File: src/esod_pkg.sv
// ----------------------------------------------------------------------------
// esod_pkg
// shared types and constants for the encoder speed and open-loop drive core
// ----------------------------------------------------------------------------
`default_nettype none

package esod_pkg;

  localparam int NUM_MOTORS_DEF = 4;
  localparam int TICKS_DEF      = 10;

  localparam int DUTY_FULL   = 1000;
  localparam int FOLD_LIMIT  = 3000;
  localparam int FOLD_BASE   = 6000;
  localparam int SEC_PER_MIN = 60;
  localparam int PPT_RESET   = 138;
  localparam int SPEED_MAX   = 32767;
  localparam int SPEED_NEG   = 32768;

  localparam int ENC_INPUTS  = 4;
  localparam int ENC_W       = 16;
  localparam int TGT_W       = 16;
  localparam int MODE_W      = 8;
  localparam int MOT_W       = 2;
  localparam int ACT_W       = 2;
  localparam int DUTY_W      = 10;
  localparam int SPEED_W     = 16;
  localparam int PEAK_W      = 15;
  localparam int PPT_W       = 16;

  localparam int IN_TDATA_W  = 96;
  localparam int OUT_TDATA_W = 48;

  // serial divider sizing
  localparam int DIV_NW = 25;
  localparam int DIV_DW = 16;

  localparam logic [ACT_W-1:0]  ACT_TICK  = 2'd0;
  localparam logic [ACT_W-1:0]  ACT_SET   = 2'd1;
  localparam logic [ACT_W-1:0]  ACT_STOP  = 2'd2;
  localparam logic [MODE_W-1:0] MODE_SOFT = 8'd0;
  localparam logic [MODE_W-1:0] MODE_HARD = 8'd1;

  typedef enum logic [1:0] {
    KIND_NONE,
    KIND_MEAS,
    KIND_SET,
    KIND_STOP
  } kind_t;

  typedef struct packed {
    logic capture;
    logic dstart;
    logic meas_wb;
    logic set_wb;
    logic stop_wb;
  } cmd_t;

  typedef struct packed {
    kind_t kind;
    logic  idx_last;
    logic  div_busy;
    logic  slot_free;
  } sts_t;

endpackage

`default_nettype wire

File: src/esod_div.sv
// ----------------------------------------------------------------------------
// esod_div
// restoring unsigned divider, one quotient bit per cycle
// ----------------------------------------------------------------------------
`default_nettype none

module esod_div #(
  parameter int NW = esod_pkg::DIV_NW,
  parameter int DW = esod_pkg::DIV_DW
) (
  input  wire logic          clk,
  input  wire logic          rst_n,
  input  wire logic          start,
  input  wire logic [NW-1:0] dvd,
  input  wire logic [DW-1:0] dvs,
  output logic               busy,
  output logic [NW-1:0]      quo
);

  localparam int CW = (NW > 1) ? $clog2(NW) : 1;

  logic          busy_r, busy_nxt;
  logic [CW-1:0] cnt_r, cnt_nxt;
  logic [NW-1:0] quo_r, quo_nxt;
  logic [DW-1:0] rem_r, rem_nxt;
  logic [DW-1:0] dvs_r, dvs_nxt;
  logic [DW+1:0] diff;
  logic          fits;

  always_comb begin
    diff     = {1'b0, rem_r, quo_r[NW-1]} - {2'b00, dvs_r};
    fits     = ~diff[DW+1];
    busy_nxt = busy_r;
    cnt_nxt  = cnt_r;
    quo_nxt  = quo_r;
    rem_nxt  = rem_r;
    dvs_nxt  = dvs_r;
    if (start) begin
      busy_nxt = 1'b1;
      cnt_nxt  = '0;
      quo_nxt  = dvd;
      rem_nxt  = '0;
      dvs_nxt  = dvs;
    end else if (busy_r) begin
      quo_nxt = {quo_r[NW-2:0], fits};
      rem_nxt = fits ? diff[DW-1:0] : {rem_r[DW-2:0], quo_r[NW-1]};
      cnt_nxt = cnt_r + CW'(1);
      if (cnt_r == CW'(NW - 1)) begin
        busy_nxt = 1'b0;
      end
    end
  end

  always_ff @(posedge clk) begin
    if (!rst_n) begin
      busy_r <= 1'b0;
    end else begin
      busy_r <= busy_nxt;
    end
    cnt_r <= cnt_nxt;
    quo_r <= quo_nxt;
    rem_r <= rem_nxt;
    dvs_r <= dvs_nxt;
  end

  assign busy = busy_r;
  assign quo  = quo_r;

endmodule

`default_nettype wire

File: src/esod_dp.sv
// ----------------------------------------------------------------------------
// esod_dp
// datapath: motor state, speed and duty arithmetic, result register
// ----------------------------------------------------------------------------
`default_nettype none

module esod_dp #(
  parameter int NUM_MOTORS        = esod_pkg::NUM_MOTORS_DEF,
  parameter int TICKS_PER_MEASURE = esod_pkg::TICKS_DEF
) (
  input  wire logic                                clk,
  input  wire logic                                rst_n,
  input  wire esod_pkg::cmd_t                      cmd,
  output esod_pkg::sts_t                           sts,
  input  wire logic [esod_pkg::IN_TDATA_W-1:0]     in_tdata,
  input  wire logic [esod_pkg::ACT_W-1:0]          in_tuser,
  input  wire logic                                cfg_valid,
  input  wire logic [esod_pkg::PPT_W-1:0]          cfg_data,
  output logic                                     out_tvalid,
  input  wire logic                                out_tready,
  output logic [esod_pkg::OUT_TDATA_W-1:0]         out_tdata,
  output logic                                     out_tlast
);

  localparam int MW  = (NUM_MOTORS > 1) ? $clog2(NUM_MOTORS) : 1;
  localparam int TW  = $clog2(TICKS_PER_MEASURE + 1);
  localparam int NW  = esod_pkg::DIV_NW;
  localparam int DW  = esod_pkg::DIV_DW;
  localparam int EW  = esod_pkg::ENC_W;
  localparam int SW  = esod_pkg::SPEED_W;
  localparam int PW  = esod_pkg::PEAK_W;
  localparam int UW  = esod_pkg::DUTY_W;
  localparam int GW  = esod_pkg::TGT_W;
  localparam int FW  = EW + 2;

  // input unpack
  logic [esod_pkg::MOT_W-1:0]  f_motor;
  logic [GW-1:0]               f_target;
  logic [esod_pkg::MODE_W-1:0] f_mode;
  logic [EW-1:0]               f_enc [esod_pkg::ENC_INPUTS];

  assign f_motor  = in_tdata[1:0];
  assign f_target = in_tdata[17:2];
  assign f_mode   = in_tdata[25:18];
  assign f_enc[0] = in_tdata[41:26];
  assign f_enc[1] = in_tdata[57:42];
  assign f_enc[2] = in_tdata[73:58];
  assign f_enc[3] = in_tdata[89:74];

  // state
  logic [esod_pkg::PPT_W-1:0] ppt_r;
  logic [TW-1:0]              tick_r, tick_nxt;
  logic [SW-1:0]              speed_r [NUM_MOTORS];
  logic [PW-1:0]              peak_r  [NUM_MOTORS];
  logic [1:0]                 pins_r  [NUM_MOTORS];
  logic [UW-1:0]              duty_r  [NUM_MOTORS];

  // captured item
  esod_pkg::kind_t kind_r, kind_nxt;
  logic [EW-1:0]   enc_r [esod_pkg::ENC_INPUTS];
  logic [MW-1:0]   mot_r;
  logic [GW-1:0]   tgt_r;
  logic            hard_r;
  logic [MW-1:0]   idx_r;

  // result register
  logic                               out_valid_r;
  logic [esod_pkg::OUT_TDATA_W-1:0]   out_data_r, out_data_nxt;
  logic                               out_last_r, out_last_nxt;

  // datapath signals
  logic [MW-1:0]  sidx;
  logic [EW-1:0]  cnt_sel;
  logic [FW-1:0]  fold_u, fold_mag;
  logic           meas_neg;
  logic [NW-1:0]  meas_dvd;
  logic [GW-1:0]  tmag;
  logic           set_neg;
  logic [NW-1:0]  set_dvd;
  logic [NW-1:0]  div_dvd;
  logic [DW-1:0]  div_dvs;
  logic           div_busy;
  logic [NW-1:0]  div_quo;
  logic [SW-1:0]  spd_new;
  logic [PW-1:0]  peak_new;
  logic           derr;
  logic [UW-1:0]  duty_new;
  logic [1:0]     pins_new;
  logic           wb_any;
  logic [TW-1:0]  tick_inc;

  assign sidx = (kind_r == esod_pkg::KIND_SET) ? mot_r : idx_r;

  always_comb begin
    cnt_sel = '0;
    for (int k = 0; k < esod_pkg::ENC_INPUTS; k++) begin
      if (int'(idx_r) == k) begin
        cnt_sel = enc_r[k];
      end
    end
  end

  // speed dividend: folded count times 60, as magnitude
  always_comb begin
    if (cnt_sel > EW'(esod_pkg::FOLD_LIMIT)) begin
      fold_u = FW'(esod_pkg::FOLD_BASE) - {2'b00, cnt_sel};
    end else begin
      fold_u = {2'b00, cnt_sel};
    end
    meas_neg = fold_u[FW-1];
    fold_mag = meas_neg ? (FW'(0) - fold_u) : fold_u;
    meas_dvd = NW'(fold_mag) * NW'(esod_pkg::SEC_PER_MIN);
  end

  // duty dividend: 1000 times target, as magnitude
  always_comb begin
    set_neg = tgt_r[GW-1];
    tmag    = set_neg ? (GW'(0) - tgt_r) : tgt_r;
    set_dvd = NW'(tmag) * NW'(esod_pkg::DUTY_FULL);
  end

  always_comb begin
    if (kind_r == esod_pkg::KIND_MEAS) begin
      div_dvd = meas_dvd;
      div_dvs = (ppt_r == '0) ? DW'(1) : DW'(ppt_r);
    end else begin
      div_dvd = set_dvd;
      div_dvs = DW'(peak_r[mot_r]);
    end
  end

  esod_div #(
    .NW (NW),
    .DW (DW)
  ) u_div (
    .clk   (clk),
    .rst_n (rst_n),
    .start (cmd.dstart),
    .dvd   (div_dvd),
    .dvs   (div_dvs),
    .busy  (div_busy),
    .quo   (div_quo)
  );

  // measured speed with saturation, peak tracking
  always_comb begin
    if (!meas_neg) begin
      spd_new = (div_quo > NW'(esod_pkg::SPEED_MAX)) ? SW'(esod_pkg::SPEED_MAX)
                                                       : div_quo[SW-1:0];
    end else begin
      spd_new = (div_quo > NW'(esod_pkg::SPEED_NEG)) ? SW'(esod_pkg::SPEED_NEG)
                                                       : (SW'(0) - div_quo[SW-1:0]);
    end
    if ($signed(spd_new) > $signed({1'b0, peak_r[idx_r]})) begin
      peak_new = spd_new[PW-1:0];
    end else begin
      peak_new = peak_r[idx_r];
    end
  end

  // duty and direction
  always_comb begin
    derr = (peak_r[mot_r] == '0);
    if (derr || (div_quo > NW'(esod_pkg::DUTY_FULL))) begin
      duty_new = '0;
    end else begin
      duty_new = div_quo[UW-1:0];
    end
    pins_new = (!set_neg && (duty_new != '0)) ? 2'b01 : 2'b10;
  end

  // result payload
  always_comb begin
    out_data_nxt = '0;
    out_last_nxt = (idx_r == MW'(NUM_MOTORS - 1));
    out_data_nxt[1:0]   = 2'(sidx);
    out_data_nxt[11:2]  = duty_r[sidx];
    out_data_nxt[13:12] = pins_r[sidx];
    out_data_nxt[29:14] = speed_r[sidx];
    out_data_nxt[44:30] = peak_r[sidx];
    if (cmd.meas_wb) begin
      out_data_nxt[29:14] = spd_new;
      out_data_nxt[44:30] = peak_new;
    end else if (cmd.set_wb) begin
      out_data_nxt[11:2]  = duty_new;
      out_data_nxt[13:12] = pins_new;
      out_data_nxt[45]    = derr;
      out_last_nxt        = 1'b1;
    end else if (cmd.stop_wb) begin
      out_data_nxt[11:2]  = '0;
      out_data_nxt[13:12] = hard_r ? 2'b11 : 2'b00;
    end
  end

  // decode on capture
  assign tick_inc = tick_r + TW'(1);

  always_comb begin
    tick_nxt = tick_r;
    kind_nxt = esod_pkg::KIND_NONE;
    case (in_tuser)
      esod_pkg::ACT_TICK: begin
        if (tick_inc == TW'(TICKS_PER_MEASURE)) begin
          tick_nxt = '0;
          kind_nxt = esod_pkg::KIND_MEAS;
        end else begin
          tick_nxt = tick_inc;
        end
      end
      esod_pkg::ACT_SET: begin
        if (int'(f_motor) < NUM_MOTORS) begin
          kind_nxt = esod_pkg::KIND_SET;
        end
      end
      esod_pkg::ACT_STOP: begin
        if ((f_mode == esod_pkg::MODE_SOFT) || (f_mode == esod_pkg::MODE_HARD)) begin
          kind_nxt = esod_pkg::KIND_STOP;
        end
      end
      default: begin
        kind_nxt = esod_pkg::KIND_NONE;
      end
    endcase
  end

  assign wb_any = cmd.meas_wb | cmd.set_wb | cmd.stop_wb;

  always_ff @(posedge clk) begin
    if (!rst_n) begin
      ppt_r       <= esod_pkg::PPT_W'(esod_pkg::PPT_RESET);
      tick_r      <= '0;
      kind_r      <= esod_pkg::KIND_NONE;
      idx_r       <= '0;
      out_valid_r <= 1'b0;
      for (int m = 0; m < NUM_MOTORS; m++) begin
        speed_r[m] <= '0;
        peak_r[m]  <= '0;
        pins_r[m]  <= '0;
        duty_r[m]  <= '0;
      end
    end else begin
      if (cfg_valid) begin
        ppt_r <= cfg_data;
      end
      if (cmd.capture) begin
        tick_r <= tick_nxt;
        kind_r <= kind_nxt;
        idx_r  <= '0;
      end else if ((cmd.meas_wb || cmd.stop_wb) && !out_last_nxt) begin
        idx_r <= idx_r + MW'(1);
      end
      if (cmd.meas_wb) begin
        speed_r[idx_r] <= spd_new;
        peak_r[idx_r]  <= peak_new;
      end
      if (cmd.set_wb) begin
        duty_r[mot_r] <= duty_new;
        pins_r[mot_r] <= pins_new;
      end
      if (cmd.stop_wb) begin
        duty_r[idx_r] <= '0;
        pins_r[idx_r] <= hard_r ? 2'b11 : 2'b00;
      end
      if (wb_any) begin
        out_valid_r <= 1'b1;
      end else if (out_tready) begin
        out_valid_r <= 1'b0;
      end
    end
    if (cmd.capture) begin
      for (int k = 0; k < esod_pkg::ENC_INPUTS; k++) begin
        enc_r[k] <= f_enc[k];
      end
      mot_r  <= MW'(f_motor);
      tgt_r  <= f_target;
      hard_r <= f_mode[0];
    end
    if (wb_any) begin
      out_data_r <= out_data_nxt;
      out_last_r <= out_last_nxt;
    end
  end

  assign sts.kind      = kind_r;
  assign sts.idx_last  = (idx_r == MW'(NUM_MOTORS - 1));
  assign sts.div_busy  = div_busy;
  assign sts.slot_free = ~out_valid_r | out_tready;

  assign out_tvalid = out_valid_r;
  assign out_tdata  = out_data_r;
  assign out_tlast  = out_last_r;

endmodule

`default_nettype wire

File: src/esod_ctrl.sv
// ----------------------------------------------------------------------------
// esod_ctrl
// controller: sequences capture, divisions and result write-back
// ----------------------------------------------------------------------------
`default_nettype none

module esod_ctrl (
  input  wire logic           clk,
  input  wire logic           rst_n,
  input  wire logic           in_tvalid,
  output logic                in_tready,
  input  wire esod_pkg::sts_t sts,
  output esod_pkg::cmd_t      cmd
);

  typedef enum logic [2:0] {
    S_IDLE,
    S_DECODE,
    S_MSTART,
    S_MWAIT,
    S_SSTART,
    S_SWAIT,
    S_STOP
  } state_t;

  state_t state_r, state_nxt;

  always_comb begin
    state_nxt   = state_r;
    cmd         = '0;
    unique case (state_r)
      S_IDLE: begin
        if (in_tvalid) begin
          cmd.capture = 1'b1;
          state_nxt   = S_DECODE;
        end
      end
      S_DECODE: begin
        unique case (sts.kind)
          esod_pkg::KIND_MEAS: state_nxt = S_MSTART;
          esod_pkg::KIND_SET:  state_nxt = S_SSTART;
          esod_pkg::KIND_STOP: state_nxt = S_STOP;
          default:             state_nxt = S_IDLE;
        endcase
      end
      S_MSTART: begin
        cmd.dstart = 1'b1;
        state_nxt  = S_MWAIT;
      end
      S_MWAIT: begin
        if (!sts.div_busy && sts.slot_free) begin
          cmd.meas_wb = 1'b1;
          state_nxt   = sts.idx_last ? S_IDLE : S_MSTART;
        end
      end
      S_SSTART: begin
        cmd.dstart = 1'b1;
        state_nxt  = S_SWAIT;
      end
      S_SWAIT: begin
        if (!sts.div_busy && sts.slot_free) begin
          cmd.set_wb = 1'b1;
          state_nxt  = S_IDLE;
        end
      end
      S_STOP: begin
        if (sts.slot_free) begin
          cmd.stop_wb = 1'b1;
          if (sts.idx_last) begin
            state_nxt = S_IDLE;
          end
        end
      end
      default: begin
        state_nxt = S_IDLE;
      end
    endcase
  end

  always_ff @(posedge clk) begin
    if (!rst_n) begin
      state_r <= S_IDLE;
    end else begin
      state_r <= state_nxt;
    end
  end

  assign in_tready = rst_n && (state_r == S_IDLE);

endmodule

`default_nettype wire

File: src/encoder_speed_and_open_loop_drive_core.sv
// ----------------------------------------------------------------------------
// encoder_speed_and_open_loop_drive_core
// speed measurement and open-loop duty/direction drive for several motors
//
// in channel: one request per tick, set-speed or stop (action on in_tuser).
// out channel: one result per motor on a measuring tick or a stop, one
// result for a set-speed request; out_tlast marks the final result.
// cfg channel: pulses per turn, ready out of reset; the user must see
// it written only while idle, since the block itself does not enforce it.
// a non-measuring tick or an ignored request gives no result.
// a measuring tick runs one division per motor and a set-speed request
// one, on the shared 25-step serial divider (one quotient bit a cycle).
// one request is worked on at a time; the next is accepted once the last
// result sits in the output register.
// reset: pulses per turn 138, divider idle, speeds, peaks, duties, pins zero.
// stall: a held result stops the sequencer until the receiver takes it.
// ----------------------------------------------------------------------------
`default_nettype none

module encoder_speed_and_open_loop_drive_core #(
  parameter int NUM_MOTORS        = esod_pkg::NUM_MOTORS_DEF,
  parameter int TICKS_PER_MEASURE = esod_pkg::TICKS_DEF
) (
  input  wire logic                            clk,
  input  wire logic                            rst_n,
  input  wire logic                            in_tvalid,
  output logic                                 in_tready,
  // motor[1:0] target_speed[17:2] stop_mode[25:18] enc_count_0[41:26]
  // enc_count_1[57:42] enc_count_2[73:58] enc_count_3[89:74]
  input  wire logic [esod_pkg::IN_TDATA_W-1:0] in_tdata,
  // action[1:0]
  input  wire logic [esod_pkg::ACT_W-1:0]      in_tuser,
  output logic                                 out_tvalid,
  input  wire logic                            out_tready,
  // motor_index[1:0] duty[11:2] pin_a[12] pin_b[13] speed[29:14]
  // peak_speed[44:30] divide_error[45]
  output logic [esod_pkg::OUT_TDATA_W-1:0]     out_tdata,
  output logic                                 out_tlast,
  input  wire logic                            cfg_valid,
  output logic                                 cfg_ready,
  input  wire logic [esod_pkg::PPT_W-1:0]      cfg_data
);

  esod_pkg::cmd_t cmd;
  esod_pkg::sts_t sts;

  assign cfg_ready = rst_n;

  esod_ctrl u_ctrl (
    .clk       (clk),
    .rst_n     (rst_n),
    .in_tvalid (in_tvalid),
    .in_tready (in_tready),
    .sts       (sts),
    .cmd       (cmd)
  );

  esod_dp #(
    .NUM_MOTORS        (NUM_MOTORS),
    .TICKS_PER_MEASURE (TICKS_PER_MEASURE)
  ) u_dp (
    .clk        (clk),
    .rst_n      (rst_n),
    .cmd        (cmd),
    .sts        (sts),
    .in_tdata   (in_tdata),
    .in_tuser   (in_tuser),
    .cfg_valid  (cfg_valid),
    .cfg_data   (cfg_data),
    .out_tvalid (out_tvalid),
    .out_tready (out_tready),
    .out_tdata  (out_tdata),
    .out_tlast  (out_tlast)
  );

endmodule

`default_nettype wire
File: config.mk
export PLATFORM = sky130hd
export DESIGN_NAME = encoder_speed_and_open_loop_drive_core
export DESIGN_NICKNAME = d
export VERILOG_FILES = /design/src/esod_pkg.sv /design/src/esod_div.sv /design/src/esod_dp.sv /design/src/esod_ctrl.sv /design/src/encoder_speed_and_open_loop_drive_core.sv
export SDC_FILE = /design/constraint.sdc
export NUM_CORES = 1
export LEC_CHECK = 0
export BUFFER_PORTS_ARGS = -buffer_cell sky130_fd_sc_hd__clkbuf_2
export CORE_ASPECT_RATIO = 0.6
export CORE_MARGIN = 1.5
export CORE_UTILIZATION = 50
export DETAILED_ROUTE_END_ITERATION = 8
export GPL_TIMING_DRIVEN = 0
export PLACE_DENSITY = 0.7
export SYNTH_ARGS = -nofsm -noshare
export SYNTH_HDL_FRONTEND = slang
export SYNTH_SLANG_ARGS = --single-unit
export TNS_END_PERCENT = 20
File: constraint.sdc
create_clock -name clk -period 14.5 [get_ports clk]
set_clock_uncertainty 0.05 [all_clocks]
set_input_delay 2.175 -clock clk [delete_from_list [all_inputs] [get_ports clk]]
set_output_delay 2.175 -clock clk [all_outputs]
set_load 0.01 [all_outputs]
== Word level (Yosys, flattened, before mapping) ==
Memories as Yosys holds them, arrays and structs flattened. A register that Yosys moved wholly into a read port is not among the register bits.
Index checks and enable logic that the tools add are counted.

* Bits in registers: 157
* RAM bits: 236
* Bits of input ports: 119
* Output and inout bits: 52
* Word-level logic and storage cells: 185
* Memories: 5

* Add/subtract/negate cells: 8
* $mul: 2
* $lt $le $gt $ge: 5
* Equality and inequality tests: 23
* Mux-type cells: 85
* Bitwise logic cells: 8
* Reductions and logical operators: 31

{| class="wikitable"
|+ Memories
! memory !! words !! width !! rd ports !! clocked after Yosys merged registers in !! wr ports !! RTL line !! text
|-
| u_dp.enc_r || 4 || 16 || 4 || 0 || 4 || esod_dp.sv:60 || <nowiki>logic [EW-1:0] enc_r [esod_pkg::ENC_INPUTS];</nowiki>
|-
| u_dp.speed_r || 4 || 16 || 1 || 0 || 4 || esod_dp.sv:53 || <nowiki>logic [SW-1:0] speed_r [NUM_MOTORS];</nowiki>
|-
| u_dp.peak_r || 4 || 15 || 3 || 2 || 4 || esod_dp.sv:54 || <nowiki>logic [PW-1:0] peak_r [NUM_MOTORS];</nowiki>
|-
| u_dp.duty_r || 4 || 10 || 1 || 0 || 4 || esod_dp.sv:56 || <nowiki>logic [UW-1:0] duty_r [NUM_MOTORS];</nowiki>
|-
| u_dp.pins_r || 4 || 2 || 1 || 0 || 4 || esod_dp.sv:55 || <nowiki>logic [1:0] pins_r [NUM_MOTORS];</nowiki>
|}

{| class="wikitable"
|+ Operator list
! cell !! count
|-
| $mux W16 || 10
|-
| $mux W25 || 3
|-
| $mux W15 || 4
|-
| $mux W12 || 3
|-
| $mux W18 || 2
|-
| $mux W1 || 34
|-
| $mux W2 || 16
|-
| $sub A1 B16 Y16 const A || 2
|-
| $mux W31 || 1
|-
| $mux W10 || 3
|-
| $gt A25 B10 Y1 const B || 1
|-
| $gt A25 B15 Y1 const B || 1
|-
| $gt A25 B16 Y1 const B || 1
|-
| $mul A16 B7 Y22 const B || 1
|-
| $mul A18 B4 Y22 const B || 1
|-
| $pmux W3 S7 || 1
|-
| $reduce_or A10 Y1 || 2
|-
| $sub A1 B18 Y18 const A || 1
|-
| $sub A17 B16 Y18 || 1
|-
| $sub A13 B16 Y17 const A || 1
|-
| $gt A16 B12 Y1 const B || 1
|-
| $gt A16 B16 Y1 || 1
|-
| $logic_not A16 Y1 || 1
|-
| $reduce_or A16 Y1 || 1
|-
| other kinds (32) || 69
|}

== Logic depth before layout (Yosys ltp) ==
Gate-level depths: netlist of the first run.

* Depth in word-level cells: 12
* Gate-level depth with buffers: 34
* Mapped depth without buffers: 30

== Hierarchy ==
A second synthesis of the first run with hierarchy kept.

* Cell total of the unflattened synthesis: 2466
* Area total of the unflattened synthesis: 25205.4 um2

{| class="wikitable"
|+ By module, submodules not included
! module !! times used !! cells each !! area an instance (um2) !! sequential area each (um2)
|-
| esod_dp || 1 || 2112 || 21393.0 || 9248.9
|-
| esod_div || 1 || 323 || 3550.9 || 1671.6
|-
| esod_ctrl || 1 || 30 || 254.0 || 60.1
|-
| encoder_speed_and_open_loop_drive_core || 1 || 1 || 7.5 || 0.0
|}

== Worst setup path before layout of the first run ==
Ideal clock, no wire load.

* Path kind: register -> register
* Start: register u_dp.idx_r[1]
* End: register u_dp.u_div.quo_r[21] (netlist: u_dp.u_div.quo[21]), data pin
* Library setup time: 301 ps
* Arrival: 7136 ps
* Required time: 14149 ps
* Slack: 7012 ps
* Cell stages (with the launch flop): 33
* Path buffers: 4
* Period minus slack after synthesis: 7488 ps
* Path through: dfxtp_1 -> inv_1 -> ha_1 -> buf_2 -> buf_2 -> o211ai_1 -> nand2_1 -> ha_1 -> o221ai_2 -> a41oi_1 -> o31a_1 -> o21a_1 -> buf_2 -> clkbuf_1 -> nor3_1 -> a21oi_1 -> o22ai_1 -> xnor2_1 -> fa_1 -> inv_1 -> fa_1 -> inv_1 -> ha_1 -> a21o_1 -> a2111oi_0 -> nor3_1 -> o31ai_1 -> o21ai_0 -> a21o_1 -> a21oi_1 -> xnor2_1 -> nand2_1 -> a31oi_1

* Longest elaborated chain between the ends: 12
* Elaborated cells on any way between the ends: 16
* Classes of those cells: 2 x add/sub; 1 x mul; 1 x order compare; 3 x eq/ne; 8 x mux; 1 x reduce/logical

{| class="wikitable"
|+ RTL lines
! element !! RTL line !! text
|-
| start, declared || esod_dp.sv:64 || <nowiki>logic [MW-1:0] idx_r;</nowiki>
|-
| start signal, assigned || esod_dp.sv:250 || <nowiki>idx_r <= idx_r + MW'(1);</nowiki>
|-
| $logic_not A2 Y1 || esod_dp.sv:97 || <nowiki>if (int'(idx_r) == k) begin</nowiki>
|-
| $mux W16 (3 in a row) || esod_dp.sv:97 ||
|-
| $mux W16 * || esod_dp.sv:97 ||
|-
| $sub A13 B16 Y17 or $gt A16 B12 Y1 (tied branches) || esod_dp.sv:106, esod_dp.sv:105 ||
|-
| $mux W18 * || esod_dp.sv:105 || <nowiki>if (cnt_sel > EW'(esod_pkg::FOLD_LIMIT)) begin</nowiki>
|-
| $sub A1 B18 Y18 || esod_dp.sv:111 || <nowiki>fold_mag = meas_neg ? (FW'(0) - fold_u) : fold_u;</nowiki>
|-
| $mux W18 * || esod_dp.sv:111 ||
|-
| $mul A18 B4 Y22 * || esod_dp.sv:112 || <nowiki>meas_dvd = NW'(fold_mag) * NW'(esod_pkg::SEC_PER_MIN);</nowiki>
|-
| $mux W25 * || esod_dp.sv:123 || <nowiki>if (kind_r == esod_pkg::KIND_MEAS) begin</nowiki>
|-
| $mux W25 * || esod_div.sv:38 || <nowiki>if (start) begin</nowiki>
|-
| net u_dp.u_div.quo_nxt[21] || esod_div.sv:24 || <nowiki>logic [NW-1:0] quo_r, quo_nxt;</nowiki>
|-
| end signal, assigned || esod_div.sv:61 || <nowiki>quo_r <= quo_nxt;</nowiki>
|-
| end, declared || esod_div.sv:24 ||
|}

Mark *: on every way through the listed nets, which the timed path passes. The rest lies on a longest branch.
A chain may end at the register's enable or synchronous reset.

== Worst setup path after layout of the first run ==
* Start: register u_dp.idx_r[0]
* End: register u_dp.u_div.quo_r[21] (netlist: u_dp.u_div.quo[21]), data pin

Same word-level chain as after synthesis.

==> results of run 1 <==
==> cell type report <==
class / instances / area, um^2 / share of cell area, %
plain buffers: 120 / 488 / 1.76
clock buffers: 47 / 1030 / 3.70
clock inverters: 25 / 275 / 0.992
inverters: 189 / 714 / 2.57
multi-input cells: 1681 / 12200 / 44.0
flip-flops and latches: 397 / 11400 / 41.0
well taps: 640 / 801 / 2.88
repair buffers: 164 / 871 / 3.14
==> path summary, 6_finish.rpt <==
kind / start / to / slack (ps)
min reg2reg: u_dp.ppt_r[7] / u_dp.ppt_r[7] / 460
min: u_dp.ppt_r[7] / u_dp.ppt_r[7] / 460
max: u_dp.idx_r[0] / u_dp.u_div.quo[21] / 4830
max reg2reg: u_dp.idx_r[0] / u_dp.u_div.quo[21] / 4830
==> synthesized netlist by cell type, types with 5 or more instances <==
| library cell | count |
|---|---|
| a211oi_1 | 9 |
| a21boi_0 | 9 |
| a21o_1 | 15 |
| a21oi_1 | 91 |
| a22o_1 | 21 |
| a31oi_1 | 20 |
| and2_1 | 11 |
| and3_1 | 6 |
| buf_1 | 6 |
| buf_2 | 11 |
| clkbuf_1 | 98 |
| dfxtp_1 | 54 |
| edfxtp_1 | 343 |
| fa_1 | 77 |
| ha_1 | 120 |
| inv_1 | 185 |
| maj3_1 | 7 |
| mux2_2 | 13 |
| mux2i_1 | 49 |
| mux4_2 | 37 |
| nand2_1 | 284 |
| nand2b_1 | 23 |
| nand3_1 | 117 |
| nand4_1 | 18 |
| nor2_1 | 262 |
| nor2b_1 | 33 |
| nor3_1 | 33 |
| nor4_1 | 13 |
| o211ai_1 | 15 |
| o21a_1 | 15 |
| o21ai_0 | 115 |
| o21bai_1 | 6 |
| o221a_2 | 5 |
| o221ai_1 | 5 |
| o22a_1 | 6 |
| o22ai_1 | 21 |
| o31a_1 | 6 |
| o31ai_1 | 6 |
| o41ai_1 | 6 |
| or2_2 | 6 |
| or3_1 | 15 |
| or4_1 | 6 |
| xnor2_1 | 58 |
| xor2_1 | 27 |
==> placed cells by master (no fill, tap or decap), drive strengths merged, types with 15 or more instances in the layout <==
master  Yosys  layout
or3        15      15
nor2b      33      33
nand3     117     117
mux4       37      37
o21a       15      15
edfxtp    343     343
buf        22      26
a21o       15      15
clkbuf     98     305
nand2     285     285
mux2i      49      49
inv       186     191
a21oi      94      94
nand4      18      18
o211ai     17      17
fa         77      77
nor3       33      33
o22ai      21      21
dfxtp      54      54
ha        120     120
xor2       31      31
nand2b     23      23
o21ai     120     120
nor2      264     264
xnor2      60      60
a22o       21      21
clkinv      3      16
a31oi      21      21
==> state kept, by name, summed over array words and instances, names as in the netlist, 2 cells and up, named ones only <==
signal            count
u_dp.u_div.cnt_r      5
u_dp.tick_r           4
u_ctrl.state_r        3
u_dp.ppt_r           16
u_dp.idx_r            2
u_dp.pins_r           8
u_dp.peak_r          60
u_dp.u_div.rem_r     16
u_dp.speed_r         64
u_dp.tgt_r           16
u_dp.u_div.quo       25
u_dp.out_tdata       46
u_dp.kind_r           2
u_dp.mot_r            2
u_dp.duty_r          40
u_dp.enc_r           64
u_dp.u_div.dvs_r     16
==> critical path, delay by kind of cell (launching register included) <==
kind / cells / cell delay [ps]
compound gates: 14 / 4040
buf+inv: 7 / 1640
fa+ha+maj: 5 / 1830
xor+xnor: 2 / 710
simple gates: 5 / 810
flops: 1 / 390
==> cells by family (layout without fill, tap and decap cells) <==
group                    after synthesis  in the layout
AND/OR/NAND/NOR                      854            854
AO/OA/AOI/OAI                        420            420
flip-flops                           397            397
buffers and inverters                309            545
adder cells (fa/ha/maj)              204            204
multiplexers                          99             99
XOR/XNOR                              91             91
other                                  2             13
==> routing by layer <==
| layer | routed length [um] | GRT usage, % |
|---|---|---|
| met3 | 7240 | 6.00 |
| met5 | 13 | 0 |
| met1 | 31000 | 40.1 |
| met4 | 1670 | 7.00 |
| met2 | 28900 | 39.9 |
==> power groups by stage <==
stage               logic [mW]  clock network, mW  registers [mW]
floorplan                 1.90                  0            1.38
global placement          2.42                  0            1.40
detailed placement        2.47                  0            1.40
CTS                       2.50               1.07            1.37
global route              2.83               1.11            1.38
finish                    2.51               1.06            1.37
==> reports/results.txt, run 1 <==
Critical path required time = 14860 ps
Peak supply drop = 184 uV
Net switching power = 1.96 mW
Share of final-layout standard cells stronger than drive strength 1 = 13.2%
Non-Filler Cell Area, Final = 27800 um^2
Maximum number of pins on one net before global-route repair = 91
Setup repair after global routing missed its margin = false
Num ports = 171
Arr. time, crit path = 10040 ps
Tot GR Track Use = 27.0%
Worst-margin pin slew = 1220 ps
Number of DRC violations after detailed routing = 0
Max transition margin = 18.9%
Share of the cycle needed by the critical path after routing = 66.7%
Syn-to-layout area delta = 12.3%
DRC violation total after the first TritonRoute iteration = 2301
Final Slew Violations = 0
Final weighted congestion in routability-driven placement = 0.932
Post-synthesis compound-gate area fraction = 11.4%
Portion of synthesized cell area occupied by the leading cell type = 41.7%
Library cell occupying the most area in the post-synthesis netlist = edfxtp_1
Setup violators final = 0
First-pass GRT wire length = 107000 um
Synthesized netlist cell count = 2376
Proportion of synthesized area in mux cells = 5.95%
FFs w/ async S/R, synth = 0%
Part of the Yosys area used for sequential elements = 46.1%
Final hold violation count = 0
Via count of the first global-routing pass = 18800
Cell Area, Placed = 26500 um^2
Main combinational cell family by area after synthesis = simple AND/OR/NAND/NOR gates
Die outline width = 290 um
Seq pwr share = 27.8%
Cell-internal power = 2.98 mW
Count of instances resized after the clock tree is built = 0
Max-cap check violation count = 0
Total Die Area = 50800 um^2
Min Clock Period, post-route = 9670 ps
Smallest hold slack = 465 ps
Highest clock rate = 0.103 GHz
Sum of internal, switching and leakage power = 4.94 mW
Clock latency reported for the late side of the worst-skew pair = 570 ps
Flops & latches, synth = 397
Startpoint type of the worst setup path = register
Number of clock sinks = 397
PwrDens = 178 nW/um^2
Final-layout fill cell count = 4088
Core Area = 48300 um^2
Number of levels in the clock H-tree = 2
Vias/cell = 5.93
Total CTS buffers = 39
Starting density of the core = 51.1%
Portion of total power attributed to combinational logic = 50.8%
Switching share of power = 39.6%
Total of buffers placed on input and output ports = 160
Clock share of power = 21.4%
Yosys synthesis warning count = 0
Final-layout setup total negative slack = 0 ps
Pre-CTS WS = 4960 ps
Instance count after placement with tap cells included = 3191
Overall die height = 175 um
Worst Path Max Fanout = 10
First-pass detailed-route iteration total = 8
Post-synth EDFFs = 343
Syn Area/Cell = 10.4 um^2
Buffer levels on the longest clock path = 3
Layout Cells excl Fill = 3263
Hold Buf Count CTS = 0
Final nets = 2908
Post-CTS setup buffer count = 0
Vias = 19300
Wire length per cell after detailed routing = 21.1 um
Master cell of the clock root buffer = clkbuf_16
Status = finished clean
Post-Synth Adder-Cell Area = 12.6%
Total congestion overflow after global routing = 0
Area share of xor/xnor cells in the synthesized design = 3.50%
Total leakage power = 11.3 nW
Main flop type after synthesis = edfxtp_1
Crit path capture type = register
Initial antenna violation count = 2
Placement Rows = 62
Antenna cells = 0
Final Util = 57.4%
Synth top area cells = edfxtp_1 42%, fa_1 6.2%, ha_1 6.1%, dfxtp_1 4.4%, nand2_1 4.3%
Slowest cell delay on critical path = 550 ps
CP max-delay cell = a2111oi_0
CTS tree = built
Number of nets with antenna violations after routing = 0
Path type of the worst setup path = reg -> reg
Netlist cell types = 96
Cell area after synthesis = 24700 um^2
Minimum setup slack in the final design = 4830 ps
Simple-gate share of the synthesized area = 15.6%
Routed wire length = 68800 um
Clock transition at the register clock pins on the worst setup and hold paths after CTS = 70 ps
Min-delay worst type = reg -> reg
R2R depth = 33
Hold depth = 2
HPWL after detailed placement = 51100 um
Power figures use the tool's default switching activity.
==> run 2, diff against run 1 <==
--- a/config.mk
+++ b/config.mk
@@ -11,7 +11,7 @@
 export CORE_UTILIZATION = 50
 export DETAILED_ROUTE_END_ITERATION = 8
 export GPL_TIMING_DRIVEN = 0
-export PLACE_DENSITY = 0.7
+export PLACE_DENSITY = 0.73
 export SYNTH_ARGS = -nofsm -noshare
 export SYNTH_HDL_FRONTEND = slang
 export SYNTH_SLANG_ARGS = --single-unit
==> constraint.sdc (replaced) <==
create_clock -name clk -period 8.8 [get_ports clk]
set_clock_uncertainty 0.05 [all_clocks]
set_input_delay 1.32 -clock clk [delete_from_list [all_inputs] [get_ports clk]]
set_output_delay 1.32 -clock clk [all_outputs]
set_load 0.01 [all_outputs]
==> reports/results.txt, run 2 (synthesis gave the netlist of run 1 again) <==
Timing endpoint of the critical path = u_dp.u_div.quo[21]
Maximum number of pins on one net before global-route repair = 91 (unchanged)
First-pass GRT wire length = 107000 um (about the same)
Origin of the worst setup path = u_dp.idx_r[1]
Starting density of the core = 51.1% (unchanged)
Vias/cell = 5.96 (+0.50%)
Most common cell after layout, fill and taps aside = edfxtp_1
First-pass detailed-route iteration total = 6 (-2)
Total of buffers placed on input and output ports = 160 (unchanged)
Core Area = 48300 um^2 (unchanged)
Final-layout setup total negative slack = 0 ps (unchanged)
Routed wire length = 68600 um (-0.29%)
Worst reg-to-reg setup slack = 310 ps (-4520 ps)
Buffer levels on the longest clock path = 3 (unchanged)
Clock latency reported for the late side of the worst-skew pair = 560 ps (about the same)
Most frequent cells in the layout = 343 x edfxtp_1, 279 x nand2_1, 262 x nor2_1
R2R depth = 27 (-18%)
Non-Filler Cell Area, Final = 27800 um^2 (+0.23%)
Sum of buffers and inverters on the critical path = 5 (-2)
Highest clock rate = 0.118 GHz (+14%)
Via count of the first global-routing pass = 19200 (+1.9%)
Top Family by Delay on Critical Path = compound AO/OA/AOI/OAI gates
Portion of total power attributed to combinational logic = 51.1% (+0.3 points)
CTS tree = built
Max-cap check violation count = 0 (unchanged)
Tot GR Track Use = 26.9% (-0.12 points)
Clock share of power = 21.2% (-0.2 points)
Sum of internal, switching and leakage power = 8.18 mW (+66%)
Initial antenna violation count = 0 (-2)
Max transition margin = 9.48% (-9.4 points)
Vias = 19400 (+0.53%)
Critical path required time = 9130 ps (-5730 ps)
Min-delay worst type = reg -> reg
Seq pwr share = 27.7% (about the same)
Total congestion overflow after global routing = 0 (unchanged)
Final nets = 2911 (+0.10%)
Total leakage power = 11.3 nW (+0.12%)
Total CTS buffers = 39 (unchanged)
Most crowded layer after global routing = met2
Final hold violation count = 0 (unchanged)
Final weighted congestion in routability-driven placement = 0.918 (-1.4%)
Master cell of the clock root buffer = clkbuf_16
Number of clock sinks = 397 (unchanged)
Crit path capture type = register
Net switching power = 3.23 mW (+65%)
Overall die height = 175 um (unchanged)
Num ports = 171 (unchanged)
Arr. time, crit path = 8830 ps (-1210 ps)
Antenna cells = 0 (unchanged)
Number of nets with antenna violations after routing = 0 (unchanged)
Critical Path Most Common Cell = inv_1
Cell-internal power = 4.95 mW (+66%)
Placement Rows = 62 (unchanged)
Clock transition at the register clock pins on the worst setup and hold paths after CTS = 70 ps (about the same)
Path type of the worst setup path = reg -> reg
Cell Area, Placed = 26400 um^2 (about the same)
Worst reg2reg endpoint = u_dp.u_div.quo[21]
Die outline width = 290 um (unchanged)
Syn-to-layout area delta = 12.6%
CP max-delay cell = a222oi_1
Total Die Area = 50800 um^2 (unchanged)
Peak supply drop = 290 uV (+58%)
Hold Buf Count CTS = 0 (unchanged)
Switching share of power = 39.5% (-0.16 points)
Setup violators final = 0 (unchanged)
Wire length per cell after detailed routing = 21.0 um (-0.32%)
Slowest cell delay on critical path = 1050 ps (+500 ps)
Met2 Usage GRT = 40.1% (+0.22 points)
PwrDens = 294 nW/um^2 (+65%)
Worst Path Max Fanout = 10 (unchanged)
Global routing met1 resource utilization = 39.5% (-0.61 points)
Share of the cycle needed by the critical path after routing = 96.5% (+30 points)
Regs by FF count = u_dp.enc_r: 64 flops, u_dp.speed_r: 64 flops, u_dp.peak_r: 60 flops
Crit. path cell count = 27 (-18%)
DRC violation total after the first TritonRoute iteration = 2182 (-5.2%)
Worst reg2reg path startpoint = u_dp.idx_r[1]
Startpoint type of the worst setup path = register
Number of DRC violations after detailed routing = 0 (unchanged)
GRT met3 Usage = 6.21% (+0.20 points)
Setup repair after global routing missed its margin = false
Min Clock Period, post-route = 8490 ps (-1180 ps)
Number of levels in the clock H-tree = 2 (unchanged)
Worst-margin pin slew = 1360 ps (+141 ps)
Share of final-layout standard cells stronger than drive strength 1 = 13.6% (+0.34 points)
HPWL after detailed placement = 51000 um (about the same)
Status = finished clean
Final Slew Violations = 0 (unchanged)
[run 2: power groups by stage]
stage               Clock (mW)  Combinational [mW]  Sequential [mW]
finish                    1.74                4.18             2.26
global placement             0                3.95             2.30
floorplan                    0                3.13             2.27
CTS                       1.75                4.11             2.26
detailed placement           0                4.06             2.30
global route              1.82                4.70             2.28
[run 2: worst min-delay path by stage]
stage / startpoint / end / slack (ps) / cells past startpoint
3_3_place_gp: u_dp.u_div.cnt_r[4] / u_dp.u_div.cnt_r[4] / 450 / 2
5_1_grt: u_dp.ppt_r[3] / u_dp.ppt_r[3] / 520 / 2
2_1_floorplan: u_dp.ppt_r[7] / u_dp.ppt_r[7] / 420 / 2
4_1_cts: u_dp.ppt_r[7] / u_dp.ppt_r[7] / 480 / 2
6_report: u_dp.ppt_r[7] / u_dp.ppt_r[7] / 480 / 2
3_5_place_dp: u_dp.ppt_r[7] / u_dp.ppt_r[7] / 460 / 2
[run 2: layout make-up]
type,count,area (um^2)
Fill cell,4063,20500
Multi-Input combinational cell,1681,12300
Sequential cell,397,11400
Clock buffer,50,1030
Timing Repair Buffer,168,888
Tap cell,640,801
Inverter,189,714
Buffer,119,488
Clock inverter,20,255
[run 2: worst reg2reg max path, stage by stage, from the launching register on]
cell      delay [ps]
dfxtp_1          510
ha_1             330
inv_1             80
clkbuf_1         360
o22a_1           370
a222oi_1        1050
nand2_2          180
nor4_4           570
o311ai_2         280
a211oi_1         440
nand4_1          190
o21ai_0          270
xor2_1           510
inv_1            140
ha_1             310
inv_1             50
fa_1             500
inv_1             40
ha_1             380
a21o_1           220
a21o_1           200
a41oi_1          170
o21ai_0          170
a21o_1           220
a21oi_1          210
xnor2_1          180
nand2_1          130
a31oi_1          200
[run 2: layer usage]
layer	up-vias	routed length, um
met5	-	0
met4	0	1480
met3	128	7840
met2	1029	29200
met1	9414	30100
li1	8873	-
[run 2: what timing repair did]
item / CTS / global route
pin swaps: 1 / 3
setup endpoints to repair: 8 / 19
hold endpoints to repair: 0 / 0
setup buffers: 1 / 3
resized for setup: 5 / 11
[run 2: stage by stage]
step	instances	hold WS, ps	worst slack, ps	utilization, %
3_3_place_gp	3187	447	-425	54.5
2_1_floorplan	2387	416	1310	-
5_1_grt	3264	520	14.9	57.6
4_1_cts	3261	480	52.1	57.4
6_report	3264	482	310	57.6
3_5_place_dp	3191	464	-594	54.7
